### src/design/dda_pkg.sv
// Package for the DDA line rasterizer: field widths, operation codes and
// parameter defaults. It depends on nothing; the top level takes names from
// it by scope.
package dda_pkg;

   // Widths of the fields on the channels, fixed by the word formats.
   localparam int COORD_W    = 12;
   localparam int STEP_W     = 13;
   localparam int ROW_W      = 15;
   localparam int IDX_W      = 27;
   localparam int REQ_DATA_W = 48;
   localparam int RSP_DATA_W = 32;

   // Reset value of the row width register.
   localparam logic [ROW_W-1:0] ROW_WIDTH_RESET = 15'd1024;

   // Default values of the top level parameters.
   localparam int SCALE_DEF         = 4;
   localparam int ORIGIN_OFFSET_DEF = 10;
   localparam int FRAC_BITS_DEF     = 16;

   // Operation codes carried in req_tuser.
   localparam logic OP_LOAD = 1'b0;
   localparam logic OP_STEP = 1'b1;

endpackage

### src/design/dda_line_rasterizer_top.sv
// DDA line rasterizer, top level: sequencer, shared restoring divider and
// pixel stepping logic. It depends on dda_pkg for widths, codes and defaults.
//
// Use of the block:
// A load word on the req channel (req_tuser = 0) carries two endpoints. The
// line starts at the second endpoint plus ORIGIN_OFFSET and runs towards the
// first. A load gives no rsp word. Each step word (req_tuser = 1) then gives
// one rsp word: the row-major pixel index in rsp_tdata, the write enable in
// rsp_tuser and the last pixel flag in rsp_tlast. A step word with no line
// loaded is taken and dropped. The csr channel writes the row width.
// Timing: a load is accepted, then one shared divider works
// out the x and then the y increment at one quotient bit per cycle, and
// req_tready stays low until both are done, unless the line has zero
// length. A step is accepted, then forms the pixel coordinates and advances
// the position, then forms the index and loads the output register; the
// next step word is accepted only once that register has been loaded.
// The output register lets a new word be accepted while a result still
// waits; while rsp_tready stays low the next pixel waits in the sequencer.
// A synchronous reset drops any line in progress, empties the output
// register and sets the row width back to 1024.
module dda_line_rasterizer_top #(
   parameter int SCALE         = dda_pkg::SCALE_DEF,
   parameter int ORIGIN_OFFSET = dda_pkg::ORIGIN_OFFSET_DEF,
   parameter int FRAC_BITS     = dda_pkg::FRAC_BITS_DEF
) (
   input  logic                            clock,
   input  logic                            reset,
   input  logic                            req_tvalid,
   output logic                            req_tready,
   // from_x [11:0], from_y [23:12], to_x [35:24], to_y [47:36]
   input  logic [dda_pkg::REQ_DATA_W-1:0]  req_tdata,
   // operation [0]
   input  logic                            req_tuser,
   output logic                            rsp_tvalid,
   input  logic                            rsp_tready,
   // pixel_index [26:0], zero fill [31:27]
   output logic [dda_pkg::RSP_DATA_W-1:0]  rsp_tdata,
   // write_enable [0]
   output logic                            rsp_tuser,
   output logic                            rsp_tlast,
   input  logic                            csr_valid,
   output logic                            csr_ready,
   input  logic [dda_pkg::ROW_W-1:0]       csr_data
);

   localparam int CW      = dda_pkg::COORD_W;
   localparam int SW      = dda_pkg::STEP_W;
   localparam int POS_W   = FRAC_BITS + 16;
   localparam int NUM_W   = CW + FRAC_BITS + 1;
   localparam int CNT_W   = $clog2(NUM_W);
   localparam int SCALE_W = $clog2(SCALE + 1);
   localparam int SC_W    = POS_W + SCALE_W;
   localparam int PIX_W   = SC_W - FRAC_BITS;
   localparam int PROD_W  = PIX_W + dda_pkg::ROW_W;
   localparam int SUM_W   = ((PROD_W > dda_pkg::IDX_W) ? PROD_W : dda_pkg::IDX_W) + 1;

   typedef enum logic [3:0] {
      S_IDLE = 4'b0001,
      S_DIV  = 4'b0010,
      S_PIX  = 4'b0100,
      S_OUT  = 4'b1000
   } state_type;

   state_type                  state_ff, state_in;
   logic signed [POS_W-1:0]    pos_x_ff, pos_x_in, pos_y_ff, pos_y_in;
   logic signed [POS_W-1:0]    inc_x_ff, inc_x_in, inc_y_ff, inc_y_in;
   logic [SW-1:0]              steps_left_ff, steps_left_in;
   logic                       line_active_ff, line_active_in;
   logic [CW-1:0]              mag_y_ff, mag_y_in;
   logic                       neg_x_ff, neg_x_in, neg_y_ff, neg_y_in;
   logic                       axis_ff, axis_in;
   logic [NUM_W-1:0]           num_ff, num_in;
   logic [SW-1:0]              rem_ff, rem_in;
   logic [CNT_W-1:0]           cnt_ff, cnt_in;
   logic [PIX_W-1:0]           px_ff, px_in, py_ff, py_in;
   logic                       we_ff, we_in, last_ff, last_in;
   logic [dda_pkg::ROW_W-1:0]  row_width_ff, row_width_in;
   logic                       rsp_valid_ff, rsp_valid_in;
   logic [dda_pkg::IDX_W-1:0]  rsp_index_ff, rsp_index_in;
   logic                       rsp_we_ff, rsp_we_in, rsp_last_ff, rsp_last_in;

   logic signed [CW-1:0]       from_x, from_y, to_x, to_y;
   logic signed [CW:0]         dx, dy, start_x, start_y;
   logic [CW:0]                ax_full, ay_full;
   logic [CW-1:0]              ax, ay, steps;
   logic [SW:0]                rem_sh;
   logic                       div_ge;
   logic [SW:0]                rem_diff;
   logic [NUM_W-1:0]           num_nx;
   logic [POS_W-1:0]           quot;
   logic [PROD_W-1:0]          idx_prod;
   logic [SUM_W-1:0]           idx_sum;
   logic [dda_pkg::IDX_W-1:0]  idx_val;
   logic                       req_fire;

   // Dividend of one increment: magnitude in fixed point plus half the
   // divisor, so that the quotient comes out rounded to nearest.
   function automatic logic [NUM_W-1:0] div_load(input logic [CW-1:0] m,
                                                  input logic [CW-1:0] s);
      return (NUM_W'(m) << FRAC_BITS) + NUM_W'(s >> 1);
   endfunction

   // Pixel coordinate of a positive position: scale and round half up.
   function automatic logic [PIX_W-1:0] to_pixel(input logic signed [POS_W-1:0] p);
      logic [SC_W-1:0] scaled;
      logic [SC_W-1:0] rounded;
      scaled  = SC_W'($unsigned(p)) * SC_W'(SCALE);
      rounded = scaled + (SC_W'(1) << (FRAC_BITS - 1));
      return rounded[SC_W-1:FRAC_BITS];
   endfunction

   // Apply the sign of the difference to the rounded magnitude.
   function automatic logic signed [POS_W-1:0] signed_inc(input logic [POS_W-1:0] q,
                                                          input logic neg);
      return $signed(neg ? (~q + POS_W'(1)) : q);
   endfunction

   // Unpack the request word and work out differences and the step count.
   always_comb begin
      from_x  = $signed(req_tdata[CW-1:0]);
      from_y  = $signed(req_tdata[2*CW-1:CW]);
      to_x    = $signed(req_tdata[3*CW-1:2*CW]);
      to_y    = $signed(req_tdata[4*CW-1:3*CW]);
      dx      = (CW+1)'(from_x) - (CW+1)'(to_x);
      dy      = (CW+1)'(from_y) - (CW+1)'(to_y);
      ax_full = dx[CW] ? $unsigned(-dx) : $unsigned(dx);
      ay_full = dy[CW] ? $unsigned(-dy) : $unsigned(dy);
      ax      = ax_full[CW-1:0];
      ay      = ay_full[CW-1:0];
      steps   = (ax > ay) ? ax : ay;
      start_x = (CW+1)'(to_x) + $signed({1'b0, CW'(ORIGIN_OFFSET)});
      start_y = (CW+1)'(to_y) + $signed({1'b0, CW'(ORIGIN_OFFSET)});
   end

   // One restoring division step: shift in a dividend bit, trial subtract.
   always_comb begin
      rem_sh   = {rem_ff, num_ff[NUM_W-1]};
      div_ge   = rem_sh >= {1'b0, steps_left_ff};
      rem_diff = div_ge ? (rem_sh - {1'b0, steps_left_ff}) : rem_sh;
      num_nx   = {num_ff[NUM_W-2:0], div_ge};
      quot     = POS_W'(num_nx);
   end

   // Row-major index of the registered pixel coordinates.
   always_comb begin
      idx_prod = PROD_W'(py_ff) * PROD_W'(row_width_ff);
      idx_sum  = SUM_W'(px_ff) + SUM_W'(idx_prod);
      idx_val  = we_ff ? idx_sum[dda_pkg::IDX_W-1:0] : '0;
   end

   assign req_tready = (state_ff == S_IDLE);
   assign req_fire   = req_tvalid && req_tready;
   assign csr_ready  = 1'b1;

   // Sequencer and datapath next values.
   always_comb begin
      state_in       = state_ff;
      pos_x_in       = pos_x_ff;
      pos_y_in       = pos_y_ff;
      inc_x_in       = inc_x_ff;
      inc_y_in       = inc_y_ff;
      steps_left_in  = steps_left_ff;
      line_active_in = line_active_ff;
      mag_y_in       = mag_y_ff;
      neg_x_in       = neg_x_ff;
      neg_y_in       = neg_y_ff;
      axis_in        = axis_ff;
      num_in         = num_ff;
      rem_in         = rem_ff;
      cnt_in         = cnt_ff;
      px_in          = px_ff;
      py_in          = py_ff;
      we_in          = we_ff;
      last_in        = last_ff;
      row_width_in   = (csr_valid && csr_ready) ? csr_data : row_width_ff;
      rsp_valid_in   = rsp_valid_ff && !rsp_tready;
      rsp_index_in   = rsp_index_ff;
      rsp_we_in      = rsp_we_ff;
      rsp_last_in    = rsp_last_ff;

      case (state_ff)
         S_IDLE: begin
            if (req_fire && (req_tuser == dda_pkg::OP_LOAD)) begin
               pos_x_in       = POS_W'(start_x) <<< FRAC_BITS;
               pos_y_in       = POS_W'(start_y) <<< FRAC_BITS;
               steps_left_in  = SW'(steps);
               line_active_in = 1'b1;
               neg_x_in       = dx[CW];
               neg_y_in       = dy[CW];
               mag_y_in       = ay;
               if (steps == '0) begin
                  inc_x_in = '0;
                  inc_y_in = '0;
               end else begin
                  num_in   = div_load(ax, steps);
                  rem_in   = '0;
                  cnt_in   = CNT_W'(NUM_W - 1);
                  axis_in  = 1'b0;
                  state_in = S_DIV;
               end
            end else if (req_fire && line_active_ff) begin
               state_in = S_PIX;
            end
         end
         S_DIV: begin
            num_in = num_nx;
            rem_in = rem_diff[SW-1:0];
            cnt_in = cnt_ff - CNT_W'(1);
            if (cnt_ff == '0) begin
               if (!axis_ff) begin
                  inc_x_in = signed_inc(quot, neg_x_ff);
                  num_in   = div_load(mag_y_ff, steps_left_ff[CW-1:0]);
                  rem_in   = '0;
                  cnt_in   = CNT_W'(NUM_W - 1);
                  axis_in  = 1'b1;
               end else begin
                  inc_y_in = signed_inc(quot, neg_y_ff);
                  state_in = S_IDLE;
               end
            end
         end
         S_PIX: begin
            we_in   = (pos_x_ff > 0) && (pos_y_ff > 0);
            px_in   = to_pixel(pos_x_ff);
            py_in   = to_pixel(pos_y_ff);
            last_in = (steps_left_ff == '0);
            if (steps_left_ff == '0) begin
               line_active_in = 1'b0;
            end else begin
               pos_x_in      = pos_x_ff + inc_x_ff;
               pos_y_in      = pos_y_ff + inc_y_ff;
               steps_left_in = steps_left_ff - SW'(1);
            end
            state_in = S_OUT;
         end
         S_OUT: begin
            if (!rsp_valid_ff || rsp_tready) begin
               rsp_valid_in = 1'b1;
               rsp_index_in = idx_val;
               rsp_we_in    = we_ff;
               rsp_last_in  = last_ff;
               state_in     = S_IDLE;
            end
         end
         default: begin
            state_in = S_IDLE;
         end
      endcase
   end

   // Control registers, cleared by reset.
   always_ff @(posedge clock) begin
      if (reset) begin
         state_ff       <= S_IDLE;
         line_active_ff <= 1'b0;
         rsp_valid_ff   <= 1'b0;
         row_width_ff   <= dda_pkg::ROW_WIDTH_RESET;
         steps_left_ff  <= '0;
      end else begin
         state_ff       <= state_in;
         line_active_ff <= line_active_in;
         rsp_valid_ff   <= rsp_valid_in;
         row_width_ff   <= row_width_in;
         steps_left_ff  <= steps_left_in;
      end
   end

   // Datapath registers.
   always_ff @(posedge clock) begin
      pos_x_ff     <= pos_x_in;
      pos_y_ff     <= pos_y_in;
      inc_x_ff     <= inc_x_in;
      inc_y_ff     <= inc_y_in;
      mag_y_ff     <= mag_y_in;
      neg_x_ff     <= neg_x_in;
      neg_y_ff     <= neg_y_in;
      axis_ff      <= axis_in;
      num_ff       <= num_in;
      rem_ff       <= rem_in;
      cnt_ff       <= cnt_in;
      px_ff        <= px_in;
      py_ff        <= py_in;
      we_ff        <= we_in;
      last_ff      <= last_in;
      rsp_index_ff <= rsp_index_in;
      rsp_we_ff    <= rsp_we_in;
      rsp_last_ff  <= rsp_last_in;
   end

   // Output word.
   assign rsp_tvalid = rsp_valid_ff;
   assign rsp_tdata  = dda_pkg::RSP_DATA_W'(rsp_index_ff);
   assign rsp_tuser  = rsp_we_ff;
   assign rsp_tlast  = rsp_last_ff;

   // The divider never runs with a zero divisor.
   a_div_nonzero: assert property (@(posedge clock) disable iff (reset)
      (state_ff == S_DIV) |-> (steps_left_ff != '0))
      else $error("divider running with a zero step count");

   // A step word taken while a line is loaded starts a pixel.
   a_step_starts: assert property (@(posedge clock) disable iff (reset)
      (req_tvalid && req_tready && (req_tuser == dda_pkg::OP_STEP) && line_active_ff)
      |=> (state_ff == S_PIX))
      else $error("step word did not start a pixel");

   // A line ends only on its last pixel.
   a_line_end: assert property (@(posedge clock) disable iff (reset)
      ($fell(line_active_ff) && !$past(reset)) |-> $past(state_ff == S_PIX))
      else $error("line dropped outside a pixel step");

   // The output register fills only from the index stage.
   a_rsp_source: assert property (@(posedge clock) disable iff (reset)
      ($rose(rsp_valid_ff) && !$past(reset)) |-> $past(state_ff == S_OUT))
      else $error("result word appeared without a pixel");

endmodule

### config.mk
export PLATFORM = sky130hd
export DESIGN_NAME = dda_line_rasterizer_top
export DESIGN_NICKNAME = d
export VERILOG_FILES = /design/src/design/dda_pkg.sv /design/src/design/dda_line_rasterizer_top.sv
export SDC_FILE = /design/constraint.sdc
export NUM_CORES = 1
export LEC_CHECK = 0
export ABC_AREA = 1
export BUFFER_PORTS_ARGS = -buffer_cell sky130_fd_sc_hd__buf_2
export CORE_AREA = 2 2 222 224
export CTS_BUF_LIST = sky130_fd_sc_hd__clkbuf_16
export DETAILED_ROUTE_END_ITERATION = 6
export DIE_AREA = 0 0 224 226
export PLACE_DENSITY = 0.77
export RECOVER_POWER = 50
export SLEW_MARGIN = 20
export SYNTH_ARGS = -nofsm -noshare
export SYNTH_HDL_FRONTEND = slang
export SYNTH_SLANG_ARGS = --single-unit
### constraint.sdc
create_clock -name clock -period 7.5 [get_ports clock]
set_clock_uncertainty 0.2 [all_clocks]
set_input_delay 1.125 -clock clock [delete_from_list [all_inputs] [get_ports clock]]
set_output_delay 1.125 -clock clock [all_outputs]
set_load 0.005 [all_outputs]
==> metrics.txt, run 1 <==
setup slack, reg-to-reg=0.94 ns; RSZ-0062 raised after global routing=no; die width=224 µm; hold_ws=0.2784 ns; FP Rows=81; core area=0.04834 mm²; CTS tree=done; antenna violations before repair=1; CTS clock-pin slew for the worst setup and hold paths=0.06 ns; clock sink total=293; area of the die=0.05062 mm²; worst-skew pair later-pin latency=0.59 ns; clk root buf=clkbuf_16; GRT Residual Overflow=0; syn avg cell area=7.909 µm²; Area contributors post-synth=edfxtp_1, fa_1, inv_1; crit-path max FO=30; most frequent cell after synthesis=inv_1; Setup TNS=0 ns; Final min period=6.625 ns; CP arrival=6.73 ns; Final ANT Viol Nets=0; Die Y-Extent=226 µm; worst setup slack after layout=0.8747 ns; Gates resized, CTS repair=0; Area growth syn-to-layout=7.485%; global-route wire length before repair=118.6 mm; Slew Viols, Final=211; maximum vdd drop=0.3313 mV; distinct cell type count after synthesis=53; share of cells above drive strength 1=0.05838; Post-Synthesis Cells=3625; total track usage=0.2955; drt total wl=73.51 mm; DR pass1 iterations=7; # Post-CTS Setup Buffers=0; Hold Path Class=reg -> reg; crit-path most repeated cell=nand2_1; slowest cell on the critical path=clkinv_1; MaxCap Viol Count=5; routability cong.=0.9684; Placement Setup Slack=0.7386 ns; post-DR wirelength/cell=17.01 µm; Startpoint Class=primary input; max frequency=150.9 MHz; CTS buffer count=36; crit end category=flip-flop; warning count from the yosys run=0; DR DRC count=0; routed via count=24040; Longest Clk Path Bufs=3; kind of critical path=in -> reg; dominant synthesized flop cell=edfxtp_1; post-synthesis cell area=0.02867 mm²; Fillers=4175; Yosys reg bits=293; Pwr Density=430.3 mW/mm²; total power=0.01326 W; Final Hold Fails=0; endpoints failing setup=0; slew margin rel.=-1.581; number of port buffers=99; Detailed Place HPWL=58.17 mm; Synth top cells by count=inv_1, nand2_1, a21oi_1, edfxtp_1, o21ai_0; Yosys top cell area share=0.2713; antenna cell count=0; Least-Margin Pin Slew=3.872 ns; leakage=15.19 nW; routed vias/inst=5.561; status=finished, violations left; vias in the first global route=23430; Initial DRC Count=1939; initial core utilization=0.5930; fraction of registers with async set/reset=0; Post-CTS Hold Buffers=0; sequential-to-total area share from yosys stat=0.2950; CP max stage delay=0.56 ns; required time of the critical path=7.61 ns; placed insts=4259; failing checks=capacitance limit, slew limit; cell taking the most area after synthesis=edfxtp_1; non-filler cells, final=4322; htree depth=2; fin crit share=0.8834; Post-synth EDFFs=259; I/O pins=106; Final #Nets=4161; largest net degree at the start of global routing=83
==> metal layers <==
| metal | GRT usage | vias up | share of wire |
|---|---|---|---|
| met5 | 0 | - | 0 |
| met4 | 0.1314 | 0 | 0.045 |
| met3 | 0.03669 | 186 | 0.064 |
| met2 | 0.5134 | 849 | 0.48 |
| met1 | 0.3709 | 11230 | 0.41 |
| li1 | - | 11770 | - |
==> through the flow <==
step	cell area (µm²)	util
floorplan	28680	-
global placement	29690	0.6142
detailed placement	29690	0.6143
CTS	30930	0.6399
global route	30810	0.6374
finish	30810	0.6374
==> kinds of logic after synthesis <==
logic type      synth area share
compound gates            0.1259
flops                     0.2950
fa+ha+maj                 0.2404
simple gates              0.1914
other cells            0.0002620
buf+inv                   0.1162
xor+xnor                 0.03086
==> sequential cells by signal, indices dropped and copies added, names as in the netlist, 4 cells and up <==
register and count:
py_ff 19, pos_x_ff 32, pos_y_ff 32, num_ff 29, row_width_ff 15, state_ff 4, px_ff 19, mag_y_ff 12
rsp_index_ff 27, steps_left_ff 13, inc_y_ff 32, cnt_ff 5, inc_x_ff 32, rem_ff 13
==> final timing paths <==
kind	from	to	depth (start not counted)
max	req_tdata[0]	num_ff[25]	32
min	last_ff	rsp_tlast	0
max reg2reg	row_width_ff[3]	rsp_index_ff[25]	25
min reg2reg	last_ff	rsp_tlast	0
==> cell usage in the layout, fill, tap and decap left out, types with 6 or more instances in the layout <==
cell type,n
nand2_1,730
fa_1,223
bufinv_16,6
xor2_1,83
edfxtp_1,259
a31oi_1,17
buf_2,86
clkbuf_1,20
o21ai_1,18
or2_2,7
buf_4,11
nand3_1,151
dfxtp_1,34
a21oi_1,294
xnor2_1,18
nand3_2,7
inv_2,8
inv_1,754
o211ai_1,15
o21a_1,27
conb_1,6
nand2_2,16
nand4_1,40
clkinv_1,10
o21bai_1,7
nor2_1,232
nand3b_1,11
ha_1,194
nor3_1,45
a221oi_1,8
nor4_1,24
o221ai_1,6
nor2_2,7
clkbuf_16,36
o21ai_0,232
==> area by class of cell <==
| cell class | count | area [µm²] | area share |
|---|---|---|---|
| Clock buffer | 36 | 900.9 | 0.02923 |
| Clock inverter | 27 | 337.8 | 0.01096 |
| Inverter | 763 | 2869 | 0.09311 |
| Multi-Input combinational cell | 2463 | 16860 | 0.5472 |
| Sequential cell | 293 | 8458 | 0.2745 |
| Tap cell | 622 | 778.2 | 0.02526 |
| Timing Repair Buffer | 118 | 608.1 | 0.01973 |
==> worst max-delay path: cells and delay by family <==
family          cells  cell delay [ns]
fa+ha+maj           3             0.94
simple gates       17             2.05
compound gates      4             1.00
buf+inv             8             1.57
==> power breakdown <==
| group | switching [W] | internal (W) |
|---|---|---|
| Sequential | 0.000544 | 0.00263 |
| Combinational | 0.00541 | 0.00283 |
| Clock | 0.000752 | 0.00110 |
| Total | 0.00670 | 0.00656 |
No activity file was read; power rests on OpenSTA's default activity.
==> inputs of run 2 (changes only) <==
==> constraint.sdc (replaced) <==
create_clock -name clock -period 6.95 [get_ports clock]
set_clock_uncertainty 0.2 [all_clocks]
set_input_delay 1.0425 -clock clock [delete_from_list [all_inputs] [get_ports clock]]
set_output_delay 1.0425 -clock clock [all_outputs]
set_load 0.005 [all_outputs]
==> run 2 against run 1 <==
Compared with the run above:
- the run ends with antenna rules, capacitance limit, slew limit left
- combinational power is 8.0% higher
- worst setup slack worse by 0.33 ns
- non-clock buffer count is 11 higher
- design area is 0.15% higher
- register-to-register slack worse by 0.39 ns
- routed wire length is 0.22% higher
- critical path depth is 9 lower
- total power is 7.6% higher
- largest cell class unchanged
- highest routed layer unchanged
==> metrics.txt, run 2 (synthesis gave the netlist of run 1 again) <==
status=finished, violations left; failing checks=antenna rules, capacitance limit, slew limit; Pwr Density=462.2 mW/mm²; clk root buf=clkbuf_16; CTS clock-pin slew for the worst setup and hold paths=0.07 ns; CP arrival=6.53 ns; routed via count=24050; final core occ=0.6384; fin crit share=0.9209; register area=0.008458 mm²; MaxCap Viol Count=4; CTS buffer count=35; Die Y-Extent=226 µm; startpoint of the worst hold path=last_ff; antenna violations before repair=1; post-DR wirelength/cell=16.99 µm; I/O pins=106; core area=0.04834 mm²; number of port buffers=99; DR pass1 iterations=6; required time of the critical path=7.08 ns; Final ANT Viol Nets=1; largest net degree at the start of global routing=83; Longest Clk Path Bufs=3; area of the die=0.05062 mm²; slew margin rel.=-1.735; Hold Path Class=reg -> reg; Slew Viols, Final=175; drt total wl=73.67 mm; switch share=0.5057; most frequent cells in the layout=inv_1, nand2_1, a21oi_1; Least-Margin Pin Slew=4.102 ns; sequential power share=0.240; CTS tree=done; reg2reg start=row_width_ff[8]; leakage=15.22 nW; Clock Power Share=0.136; global-route wire length before repair=117.8 mm; Logic pwr share=0.624; Final #Nets=4171; routability cong.=0.9573; Startpoint Class=flip-flop; share of cells above drive strength 1=0.06199; cell-internal power=0.007052 W; maximum vdd drop=0.3740 mV; total power=0.01427 W; crit end category=flip-flop; Area growth syn-to-layout=7.651%; GRT Residual Overflow=0; Fillers=4184; Initial DRC Count=2087; Multi-input gate area=0.01685 mm²; htree depth=2; Final Hold Fails=0; RSZ-0062 raised after global routing=no; Net Switching=0.007214 W; max frequency=156.2 MHz; die width=224 µm; initial core utilization=0.5930; # Post-CTS Setup Buffers=0; crit-path max FO=12; FP Rows=81; routed vias/inst=5.546; DR DRC count=0; worst-skew pair later-pin latency=0.57 ns; Final min period=6.401 ns; clock sink total=293; kind of critical path=reg -> reg; commonest non-fill, non-tap cell in the layout=inv_1; endpoints failing setup=0; Setup TNS=0 ns; Post-CTS Hold Buffers=0; Gates resized, CTS repair=0; Detailed Place HPWL=58.54 mm; Worst Setup SP=row_width_ff[8]; total track usage=0.2950; vias in the first global route=23210
## run 2: cell type report
type,instances,area share
multi-input cells,2463,0.5461
clock buffers,35,0.02838
well taps,622,0.02522
flip-flops and latches,293,0.2741
inverters,763,0.09288
repair buffers,129,0.02201
clock inverters,27,0.01091
diodes,5,0.0004054
## run 2: path summary, 6_finish.rpt
check | cells past startpoint | slack, ns | end
hold reg to reg | 0 | 0.24 | rsp_tlast
hold / removal | 0 | 0.24 | rsp_tlast
setup / recovery | 23 | 0.55 | rsp_index_ff[25]
setup reg to reg | 23 | 0.55 | rsp_index_ff[25]
## run 2: power groups by stage
stage	Combinational (W)	Sequential [W]	Clock, W
after floorplan	0.00674	0.00317	0
after global placement	0.00863	0.00342	0
after detailed placement	0.00879	0.00342	0
after CTS	0.00886	0.00340	0.00197
after global routing	0.0101	0.00348	0.00203
final	0.00890	0.00343	0.00194
## run 2: routing by layer
metal / share of wire / global-route usage / up-vias
li1: - / - / 11770
met1: 0.40 / 0.3655 / 11170
met2: 0.48 / 0.5089 / 912
met3: 0.067 / 0.04463 / 201
met4: 0.049 / 0.1376 / 0
met5: 0 / 0 / -
## run 2: critical path: stages (launching register included)
cell,delay [ns]
dfxtp_1,0.73
nand2_1,0.17
fa_1,0.57
inv_1,0.06
fa_1,0.49
fa_1,0.55
fa_1,0.50
inv_1,0.05
fa_1,0.53
inv_1,0.06
fa_1,0.48
ha_1,0.37
nand2_1,0.11
o21a_1,0.21
o211ai_1,0.16
a21oi_1,0.10
o21ai_1,0.26
nand3_1,0.11
nand2_1,0.14
nand4_1,0.09
nand3_1,0.10
nand2_1,0.05
nand2_1,0.06
nor2_1,0.05
## run 2: per-stage QoR
stage / cell area (µm²) / instances / worst slack [ns] / hold slack (ns)
after floorplan: 28680 / 3629 / 0.3401 / 0.2003
after global placement: 29760 / 4270 / 0.6934 / 0.2199
after detailed placement: 29760 / 4270 / 0.6429 / 0.2244
after CTS: 30970 / 4332 / 0.6195 / 0.2425
after global routing: 30850 / 4332 / 0.2081 / 0.2477
final: 30860 / 4337 / 0.5495 / 0.2381
